--- src/design/pirl_pkg.sv ---
`timescale 1ns / 1ps

package pirl_pkg;

    localparam int POS_W    = 5;
    localparam int WORD_W   = 32;
    localparam int COUNT_W  = 5;
    localparam int KIND_W   = 3;
    localparam int STATUS_W = 2;

    typedef enum logic [KIND_W-1:0] {
        REQ_INSERT_AT   = 3'd0,
        REQ_APPEND      = 3'd1,
        REQ_REMOVE_AT   = 3'd2,
        REQ_REMOVE_LAST = 3'd3,
        REQ_READ_AT     = 3'd4,
        REQ_READ_LAST   = 3'd5,
        REQ_CLEAR       = 3'd6
    } req_kind_t;

    typedef enum logic [STATUS_W-1:0] {
        ST_OK    = 2'd0,
        ST_FULL  = 2'd1,
        ST_RANGE = 2'd2
    } status_t;

    typedef struct packed {
        logic insert;
        logic remove;
    } cell_cmd_t;

endpackage

--- src/design/positional_insert_remove_list.sv ---
`timescale 1ns / 1ps
// result: registered, on the master side in the cycle after the input transfer
// throughput: one request per cycle while results are taken; the selection of a
// read word across the row of cells and the shift of every cell finish in that cycle
// reset: aresetn clears the entry count and the result valid; cell words stay
// undefined until written

module positional_insert_remove_list #(
    parameter int CAPACITY   = 16,
    parameter int DATA_WIDTH = 32
) (
    input  logic        aclk,
    input  logic        aresetn,
    input  logic        s_tvalid,
    output logic        s_tready,
    input  logic [39:0] s_tdata,   // position[4:0], data_in[36:5], zero pad
    input  logic [2:0]  s_tuser,   // req_type[2:0]
    output logic        m_tvalid,
    input  logic        m_tready,
    output logic [39:0] m_tdata,   // data_out[31:0], entry_count[36:32], zero pad
    output logic [1:0]  m_tuser    // status[1:0]
);

    localparam int CW   = $clog2(CAPACITY + 1);
    localparam int IW   = $clog2(CAPACITY);
    localparam int CMPW = (CW > pirl_pkg::POS_W) ? CW : pirl_pkg::POS_W;

    logic [CW-1:0]  used_reg;
    logic [CW-1:0]  used_next;
    logic           m_valid_reg;
    logic           m_valid_next;
    logic [pirl_pkg::STATUS_W-1:0] status_reg;
    logic [pirl_pkg::STATUS_W-1:0] status_next;
    logic [pirl_pkg::WORD_W-1:0]   dout_reg;
    logic [pirl_pkg::WORD_W-1:0]   dout_next;
    logic [pirl_pkg::COUNT_W-1:0]  count_reg;
    logic [pirl_pkg::COUNT_W-1:0]  count_next;

    logic                          accept;
    logic [pirl_pkg::POS_W-1:0]    pos;
    logic [DATA_WIDTH-1:0]         word;
    logic [CMPW-1:0]               pos_ext;
    logic [CMPW-1:0]               used_ext;
    logic                          full;
    logic                          empty;
    logic                          do_ins;
    logic                          do_rem;
    logic                          do_rd;
    logic [IW-1:0]                 idx;
    pirl_pkg::status_t             status;
    pirl_pkg::cell_cmd_t           cmd;
    logic [DATA_WIDTH-1:0]         rd_data;

    logic [DATA_WIDTH-1:0] cell_data [CAPACITY];
    logic [DATA_WIDTH-1:0] cell_tap  [CAPACITY];

    assign s_tready = !m_valid_reg || m_tready;
    assign accept   = s_tvalid && s_tready;

    assign pos      = s_tdata[pirl_pkg::POS_W-1:0];
    assign word     = DATA_WIDTH'(s_tdata[pirl_pkg::POS_W +: pirl_pkg::WORD_W]);
    assign pos_ext  = CMPW'(pos);
    assign used_ext = CMPW'(used_reg);
    assign full     = (used_reg == CW'(CAPACITY));
    assign empty    = (used_reg == '0);

    always_comb begin
        do_ins    = 1'b0;
        do_rem    = 1'b0;
        do_rd     = 1'b0;
        idx       = '0;
        status    = pirl_pkg::ST_OK;
        used_next = used_reg;
        case (s_tuser)
            pirl_pkg::REQ_INSERT_AT, pirl_pkg::REQ_APPEND: begin
                if (full) begin
                    status = pirl_pkg::ST_FULL;
                end else begin
                    do_ins    = 1'b1;
                    used_next = used_reg + 1'b1;
                    if (s_tuser == pirl_pkg::REQ_APPEND || pos_ext >= used_ext) begin
                        idx = IW'(used_reg);
                    end else begin
                        idx = IW'(pos);
                    end
                end
            end
            pirl_pkg::REQ_REMOVE_AT, pirl_pkg::REQ_READ_AT: begin
                if (pos_ext >= used_ext) begin
                    status = pirl_pkg::ST_RANGE;
                end else begin
                    do_rd = 1'b1;
                    idx   = IW'(pos);
                    if (s_tuser == pirl_pkg::REQ_REMOVE_AT) begin
                        do_rem    = 1'b1;
                        used_next = used_reg - 1'b1;
                    end
                end
            end
            pirl_pkg::REQ_REMOVE_LAST, pirl_pkg::REQ_READ_LAST: begin
                if (empty) begin
                    status = pirl_pkg::ST_RANGE;
                end else begin
                    do_rd = 1'b1;
                    idx   = IW'(used_reg - 1'b1);
                    if (s_tuser == pirl_pkg::REQ_REMOVE_LAST) begin
                        do_rem    = 1'b1;
                        used_next = used_reg - 1'b1;
                    end
                end
            end
            pirl_pkg::REQ_CLEAR: begin
                used_next = '0;
            end
            default: begin
            end
        endcase
    end

    assign cmd.insert = accept && do_ins;
    assign cmd.remove = accept && do_rem;

    for (genvar i = 0; i < CAPACITY; i++) begin : g_cell
        logic [DATA_WIDTH-1:0] below;
        logic [DATA_WIDTH-1:0] upper;
        if (i == 0) begin : g_first
            assign below = word;
        end else begin : g_mid
            assign below = cell_data[i-1];
        end
        if (i == CAPACITY - 1) begin : g_last
            assign upper = cell_data[i];
        end else begin : g_up
            assign upper = cell_data[i+1];
        end
        pirl_cell #(
            .DW(DATA_WIDTH),
            .IW(IW),
            .ID(i)
        ) u_cell (
            .aclk       (aclk),
            .cmd        (cmd),
            .idx        (idx),
            .word       (word),
            .below_data (below),
            .above_data (upper),
            .data       (cell_data[i]),
            .tap        (cell_tap[i])
        );
    end

    always_comb begin
        rd_data = '0;
        for (int i = 0; i < CAPACITY; i++) begin
            rd_data = rd_data | cell_tap[i];
        end
    end

    always_comb begin
        m_valid_next = m_valid_reg;
        status_next  = status_reg;
        dout_next    = dout_reg;
        count_next   = count_reg;
        if (m_valid_reg && m_tready) begin
            m_valid_next = 1'b0;
        end
        if (accept) begin
            m_valid_next = 1'b1;
            status_next  = status;
            dout_next    = do_rd ? pirl_pkg::WORD_W'(rd_data) : '0;
            count_next   = pirl_pkg::COUNT_W'(used_next);
        end
    end

    always_ff @(posedge aclk) begin
        if (!aresetn) begin
            used_reg    <= '0;
            m_valid_reg <= 1'b0;
        end else begin
            m_valid_reg <= m_valid_next;
            if (accept) begin
                used_reg <= used_next;
            end
        end
    end

    always_ff @(posedge aclk) begin
        status_reg <= status_next;
        dout_reg   <= dout_next;
        count_reg  <= count_next;
    end

    assign m_tvalid = m_valid_reg;
    assign m_tuser  = status_reg;
    assign m_tdata  = {3'b000, count_reg, dout_reg};

endmodule

--- src/design/pirl_cell.sv ---
`timescale 1ns / 1ps

module pirl_cell #(
    parameter int DW = 32,
    parameter int IW = 4,
    parameter int ID = 0
) (
    input  logic                aclk,
    input  pirl_pkg::cell_cmd_t cmd,
    input  logic [IW-1:0]       idx,
    input  logic [DW-1:0]       word,
    input  logic [DW-1:0]       below_data,
    input  logic [DW-1:0]       above_data,
    output logic [DW-1:0]       data,
    output logic [DW-1:0]       tap
);

    logic [DW-1:0] data_reg;
    logic [DW-1:0] data_next;
    logic          hit;
    logic          above;

    assign hit   = (IW'(ID) == idx);
    assign above = (IW'(ID) > idx);

    always_comb begin
        data_next = data_reg;
        if (cmd.insert) begin
            if (hit) begin
                data_next = word;
            end else if (above) begin
                data_next = below_data;
            end
        end else if (cmd.remove) begin
            if (hit || above) begin
                data_next = above_data;
            end
        end
    end

    always_ff @(posedge aclk) begin
        data_reg <= data_next;
    end

    assign data = data_reg;
    assign tap  = hit ? data_reg : '0;

endmodule

--- config.mk ---
export PLATFORM = sky130hd
export DESIGN_NAME = positional_insert_remove_list
export DESIGN_NICKNAME = d
export VERILOG_FILES = /design/src/design/pirl_pkg.sv /design/src/design/positional_insert_remove_list.sv /design/src/design/pirl_cell.sv
export SDC_FILE = /design/constraint.sdc
export NUM_CORES = 1
export LEC_CHECK = 0
export BUFFER_PORTS_ARGS = -buffer_cell sky130_fd_sc_hd__clkbuf_2
export CAP_MARGIN = 20
export CORE_MARGIN = 2
export CORE_UTILIZATION = 47
export DETAILED_ROUTE_END_ITERATION = 16
export SETUP_SLACK_MARGIN = 0.1
export SYNTH_ARGS = -nofsm -noshare
export SYNTH_HDL_FRONTEND = slang
export SYNTH_HIERARCHICAL = 1
export SYNTH_SLANG_ARGS = --single-unit
--- constraint.sdc ---
create_clock -name aclk -period 17.6 [get_ports aclk]
set_input_delay 0.88 -clock aclk [delete_from_list [all_inputs] [get_ports aclk]]
set_output_delay 0.88 -clock aclk [all_outputs]
set_load 0.02 [all_outputs]
Yosys cells after proc, flatten, opt, wreduce, memory -nomap -nowiden. Cells that the tools add are included.

Memories: 0. Input bits: 47. Bits in registers: 557. ROM bits: 0. Latch bits: 0. Bits in writable memories: 0. Output and inout bits: 44. Word-level logic and storage cells: 274.

$mul: 0. Reduce and logical (&&, ||, !) cells: 62. Shift-type cells: 0. Add/sub/neg operators: 2. Muxes and demuxes: 120. Bitwise operators: 15. Div/mod/pow operators: 0. Equality and inequality tests: 37. $lt $le $gt $ge: 17.

Operators by type and width (count): $mux 32 (93); $or 32x32->32 (15); $ne 3x1->1 const B (15); $reduce_and 3->1 (15); $reduce_bool 2->1 (18); $eq 4x4->1 const A (8); $gt 4x4->1 const A (8); $mux 5 (5); $pmux 5 s4 (1); $logic_or 1x1->1 (17); $eq 3x4->1 const A (4); $gt 3x4->1 const A (4); $mux 4 (4); $pmux 4 s3 (1); $mux 1 (11); $eq 3x3->1 const B (3); $eq 2x4->1 const A (2); $gt 1x4->1 const A (2); $gt 2x4->1 const A (2); $eq 3x2->1 const B (2); $pmux 2 s3 (1); $reduce_or 2->1 (3); $add 5x1->5 const B (1); $eq 5x5->1 const B (1); 12 further kinds (17).

Longest topological paths before layout.
Word-level depth: 22. Depth in mapped cells: 17. Depth with buffers taken out: 13.

Modules after synthesis. The synthesis kept the hierarchy.

By module, submodules not included: pirl_cell (g_cell[11].u_cell ...) (seq. area each 960.9 um2, instances 2, area an instance 1864.3 um2, cells an instance 213); positional_insert_remove_list (seq. area each 1291.2 um2, instances 1, area an instance 3470.8 um2, cells an instance 385); pirl_cell (g_cell[2].u_cell) (seq. area each 960.9 um2, instances 1, area an instance 1906.8 um2, cells an instance 177); pirl_cell (g_cell[1].u_cell) (seq. area each 960.9 um2, instances 1, area an instance 1904.3 um2, cells an instance 177); pirl_cell (g_cell[10].u_cell) (seq. area each 960.9 um2, instances 1, area an instance 1900.6 um2, cells an instance 178); pirl_cell (g_cell[12].u_cell) (seq. area each 960.9 um2, instances 1, area an instance 1899.3 um2, cells an instance 177); pirl_cell (g_cell[9].u_cell) (seq. area each 960.9 um2, instances 1, area an instance 1896.8 um2, cells an instance 177); pirl_cell (g_cell[6].u_cell) (seq. area each 960.9 um2, instances 1, area an instance 1895.6 um2, cells an instance 177); pirl_cell (g_cell[5].u_cell) (seq. area each 960.9 um2, instances 1, area an instance 1894.3 um2, cells an instance 177); pirl_cell (g_cell[3].u_cell) (seq. area each 960.9 um2, instances 1, area an instance 1891.8 um2, cells an instance 177); pirl_cell (g_cell[4].u_cell) (seq. area each 960.9 um2, instances 1, area an instance 1880.6 um2, cells an instance 177); pirl_cell (g_cell[8].u_cell) (seq. area each 960.9 um2, instances 1, area an instance 1878.1 um2, cells an instance 178); pirl_cell (g_cell[0].u_cell) (seq. area each 960.9 um2, instances 1, area an instance 1874.3 um2, cells an instance 176); pirl_cell (g_cell[14].u_cell) (seq. area each 960.9 um2, instances 1, area an instance 1866.8 um2, cells an instance 213); 2 more rows.

Worst setup path before layout. OpenSTA, ideal clock, no wires.

Path kind: input port to flip-flop. From: input port s_tdata[2]. To: register g_cell[2].u_cell.data_reg[0], enable pin. Required time: 17005 ps. Arrival: 8233 ps. Path buffers: 0. Library setup time: 595 ps. Stages on the path: 8. Path slack: 8772 ps. Cells stage by stage: ha_1 > a21oi_1 > o21ai_1 > a31oi_1 > a21oi_1 > a22oi_1 > o21ai_0 > a2111oi_0.

Longest elaborated chain between the ends: 9. Elaborated cells on any way between the ends: 16. Those cells by class: order compare (2); eq/ne (2); mux (6); reduce/logical (6).

Ends and longest elaborated chain: start, declared (RTL line positional_insert_remove_list.sv:16) `input logic [39:0] s_tdata,`; $ge 5x5->1 * (RTL line positional_insert_remove_list.sv:81, positional_insert_remove_list.sv:89); $logic_or 1x1->1 (RTL line positional_insert_remove_list.sv:81) `if (s_tuser == pirl_pkg::REQ_APPEND || pos_ext >= used_ext) begin`; $mux 4 (RTL line positional_insert_remove_list.sv:81); $mux 4 (RTL line positional_insert_remove_list.sv:76) `if (full) begin`; $pmux 4 s3 * (RTL line positional_insert_remove_list.sv:74) `case (s_tuser)`; net idx[1] (RTL line positional_insert_remove_list.sv:49) `logic [IW-1:0] idx;`; $gt 2x4->1 / $eq 2x4->1 (equally long branches) (RTL line pirl_cell.sv:24, pirl_cell.sv:23); $logic_or 1x1->1 (RTL line pirl_cell.sv:35) `if (hit || above) begin`; $reduce_bool 2->1 (no line); $reduce_and 3->1 (no line) *; end signal, assigned (RTL line pirl_cell.sv:42) `data_reg <= data_next;`; end, declared (RTL line pirl_cell.sv:18) `logic [DW-1:0] data_reg;`.

Mark *: on every way through the listed nets, which the timed path passes. The rest lies on a longest branch. A chain may end at the register's enable or synchronous reset.

Final worst setup path.
From: register used_reg[2] (netlist: used_ext[2]). To: register g_cell[0].u_cell.data_reg[27], enable pin.

Longest elaborated chain between the ends: 9. Elaborated cells on any way between the ends: 24. Those cells by class: add/sub (1); order compare (2); eq/ne (2); mux (10); reduce/logical (9).

Ends and longest elaborated chain: start, declared (RTL line positional_insert_remove_list.sv:28) `logic [CW-1:0] used_reg;`; start signal, assigned (RTL line positional_insert_remove_list.sv:182) `used_reg <= used_next;`; $ge 5x5->1 (RTL line positional_insert_remove_list.sv:81, positional_insert_remove_list.sv:89); $logic_or 1x1->1 (RTL line positional_insert_remove_list.sv:81); $mux 4 (RTL line positional_insert_remove_list.sv:81); $mux 4 (RTL line positional_insert_remove_list.sv:76); $pmux 4 s3 * (RTL line positional_insert_remove_list.sv:74); net idx[3] (RTL line positional_insert_remove_list.sv:49); $gt 1x4->1 / $logic_not 4->1 (equally long branches) (RTL line pirl_cell.sv:24, pirl_cell.sv:23); $logic_or 1x1->1 (RTL line pirl_cell.sv:35); $reduce_bool 2->1 (no line); $reduce_and 3->1 (no line) *; end signal, assigned (RTL line pirl_cell.sv:42); end, declared (RTL line pirl_cell.sv:18).

Marked as above.

==> impl_summary.txt <==
----------------------------------------------------
[Logic synthesis]
  Post-synthesis mux area share ... 0.1052
  Synth area leader ... sky130_fd_sc_hd__edfxtp_1
  Count of flip-flops with a built-in enable after synthesis ... around 550
  Ys flop type ... sky130_fd_sc_hd__edfxtp_1
  Xor and xnor area share after synthesis ... 0.0005213
  Combinational family with the most area after synthesis ... simple AND/OR/NAND/NOR gates
  FFs w/ async S/R, synth ... 0
  Synthesized area divided by synthesized cell count ... a little under 10 um^2
  Post-synthesis compound-gate area fraction ... 0.09701
  Yosys top cell area share ... 0.4924
  Simple-gate share of the synthesized area ... 0.2440
  Seq/Total Area, Yosys ... 0.4960
  Area contributors post-synth ... sky130_fd_sc_hd__edfxtp_1, sky130_fd_sc_hd__mux2i_1, sky130_fd_sc_hd__and2_1
  Yosys warnings ... 6
  Post-synthesis cell type count ... 65
  Synthesized instance count ... 3,397
  Cell area after synthesis ... around 34,000 um^2
  Number of synthesized register bits ... between 500 and 600
  Adder and majority cell fraction of the synthesized area ... 0.002607

[Power]
  Overall Power ... between 3000 and 4000 uW
  Cell Int Power ... 2434 uW
  IR Drop Worst-Case VDD ... 0.05663 mV
  Clock share of power ... 0.389
  Net Sw Frac ... 0.2733
  Share of power burned in registers ... 0.472
  Share of total power in combinational logic ... 0.139
  Power Dens Cells ... 92.70 nW/um^2
  Total leakage power ... between 0.01 and 0.015 uW
  Net Switching ... slightly above 900 uW

[Clock tree]
  Clk Tree Root Cell ... sky130_fd_sc_hd__clkbuf_16
  Number of CTS-inserted buffers ... 66
  Clock network latency to the later pin of the worst-skew pair ... a little over 0.6 ns
  Resized cells post-CTS ... 0
  Clk slew on worst S/H paths ... roughly 0.060 ns
  TritonCTS clock tree ... built
  # hold bufs at CTS ... 0
  Setup Fix Bufs, Post-CTS ... 0
  H-tree depth ... 3
  Total clock sinks ... 557
  Buffers from clock root to sink, at most ... 3

[Timing]
  Fin. max-slew vios ... 0
  Least-Margin Pin Slew ... about 1.2 ns
  Highest Clock Rate ... 163.5 MHz
  Fin. Hold Viols ... 0
  Post-layout min period ... around 6.1 ns
  Worst slew margin relative to its limit ... 0.2094
  Clk_skew ... 0.03116 ns
  Number of setup violations in the final report ... 0
  Ratio of final minimum period to clock period ... 0.3475
  Setup TNS Final ... 0 ns
  Unrepaired setup endpoints after global routing ... false

[Die]
  Initial standard-cell utilization of the core ... 0.4724
  Die extent in y ... approximately 270 um
  Cell Rows ... 98
  Die W ... around 270 um
  Top-Level Pins ... 91
  Die area ... between 70,000 and 80,000 um^2
  Area of the core ... about 71,000 um^2

[Worst setup path]
  CP arrival ... approximately 6.4 ns
  Critical Path Fanout Max ... 47
  Category of the critical setup timing path ... reg2reg
  Data required, critical path ... between 15 and 20 ns
  Worst Setup End Kind ... register
  Startpoint types ... register

[Global routing]
  Antenna violations before repair ... 3
  Global routing usage summed across all routing layers ... 0.2656
  Wire length of the first global-routing pass ... 150,300 um
  Final global-route overflow total ... 0
  Largest net degree at the start of global routing ... 282
  Via count of the first global-routing pass ... 24,610

[Route]
  Number of antenna-violating nets in the routed design ... 0
  Number of vias per cell ... around 6
  Total via count after detailed routing ... ~26,000
  Post-detailed-route DRC marker count ... 0
  Number of detailed-route iterations in the first pass ... 7
  Iteration-0 DRC Markers ... about 2,700
  Routed length per placed instance ... roughly 23 um
  Final wirelength ... approximately 100,000 um

[Finish]
  Commonest cells after routing, fill and taps aside ... sky130_fd_sc_hd__edfxtp_1, sky130_fd_sc_hd__nor2_1, sky130_fd_sc_hd__and2_1
  Max FFs per register ... 512
  Synthesis-to-finish area growth ... 7.556%
  Most common cell after layout, fill and taps aside ... sky130_fd_sc_hd__edfxtp_1
  Post-Layout Inst Area ... between 30,000 and 40,000 um^2
  Post-route insts no fill ... 4,359
  Final cell utilization of the core ... 0.5081
  Ratio of cells with drive above 1 in the final layout ... 0.08691
  Net count, final ... between 3,000 and 4,000

[Placement]
  HPWL after DPL ... roughly 57,000 um
  Placer's final routability congestion estimate ... 0.8405
  Total of buffers placed on input and output ports ... between 80 and 90
  Placed Cells ... between 4,000 and 5,000
  Cell area after placement ... around 34,000 um^2

[Job]
  Count of maximum capacitance violations ... 0

[Worst hold path]
  Worst hold path type ... in2reg

[Run status]
  Result of the run ... finished clean

----------------------------------------------------
==> synth_stat cells (14+ instances only) <==
cell type and count:
sky130_fd_sc_hd__a21oi_1 366, sky130_fd_sc_hd__a31oi_1 165, sky130_fd_sc_hd__and2_1 514, sky130_fd_sc_hd__and4_1 33, sky130_fd_sc_hd__buf_12 24, sky130_fd_sc_hd__buf_2 29, sky130_fd_sc_hd__buf_6 28, sky130_fd_sc_hd__buf_8 14
sky130_fd_sc_hd__clkbuf_1 124, sky130_fd_sc_hd__clkbuf_2 15, sky130_fd_sc_hd__edfxtp_1 551, sky130_fd_sc_hd__mux2i_1 353, sky130_fd_sc_hd__nand2_1 344, sky130_fd_sc_hd__nor2_1 544, sky130_fd_sc_hd__nor2_2 20, sky130_fd_sc_hd__nor4_1 129
sky130_fd_sc_hd__o21ai_0 16
==> layer usage <==
layer	vias to the layer above	share of wire	GRT usage
li1	12100	-	-
met1	12670	0.43	0.3692
met2	1084	0.46	0.4245
met3	177	0.076	0.04051
met4	0	0.030	0.09109
met5	-	0	0
==> critical path, stage by stage, from the launching register on <==
cell and delay [ns]:
sky130_fd_sc_hd__dfxtp_1 0.67, sky130_fd_sc_hd__inv_1 0.24, sky130_fd_sc_hd__ha_1 0.35, sky130_fd_sc_hd__a21oi_1 0.14
sky130_fd_sc_hd__o21ai_1 0.13, sky130_fd_sc_hd__a31oi_1 0.57, sky130_fd_sc_hd__a21oi_1 0.25, sky130_fd_sc_hd__o21ai_0 0.22
sky130_fd_sc_hd__o211ai_1 0.12, sky130_fd_sc_hd__buf_4 0.32, sky130_fd_sc_hd__nor4_4 0.33, sky130_fd_sc_hd__buf_4 0.34
sky130_fd_sc_hd__buf_4 0.73, sky130_fd_sc_hd__o21a_2 0.75, sky130_fd_sc_hd__buf_4 0.56
==> through the flow <==
stage	worst slack (ns)	hold WS [ns]
floorplan	8.772	0.5151
global placement	11.46	0.5394
detailed placement	11.47	0.5600
CTS	11.52	0.5076
global route	11.23	0.5671
finish	11.48	0.5362
==> area by class of cell <==
type | instances | area (um^2)
clock buffer | 83 | 1779
multi-input combinational | 2577 | 15290
tap | 950 | 1189
inverter | 12 | 45.04
fill | 6530 | 34980
antenna | 3 | 7.507
clock inverter | 32 | 206.4
timing repair buffer | 145 | 954.7
sequential | 557 | 16670
==> final timing paths <==
| check | start | endpoint | slack, ns | cells past startpoint |
|---|---|---|---|---|
| setup / recovery | used_ext[2] | g_cell[0].u_cell/data[27] | 11.48 | 14 |
| hold / removal | s_tvalid | m_tvalid | 0.54 | 3 |
| setup reg to reg | used_ext[2] | g_cell[0].u_cell/data[27] | 11.48 | 14 |
| hold reg to reg | m_tvalid | m_tvalid | 0.56 | 2 |
==> cell families (layout without fill, tap and decap cells) <==
kind of cell	after synthesis	after routing
AOI/OAI and AO/OA	584	584
buffers and inverters	265	272
muxes	353	353
and+or+nand+nor	1628	1628
DFF	557	557
adders and majority gates	7	7
xor gates and xnor gates	2	2
other	1	6
==> power groups by stage <==
stage	clock [uW]	combinational, uW	sequential [uW]
final	1300	466	1580
after global routing	1380	504	1590
after CTS	1330	463	1580
after detailed placement	0	462	1610
after global placement	0	452	1610
after floorplan	0	314	1610
(Power assumes the default switching activity.)
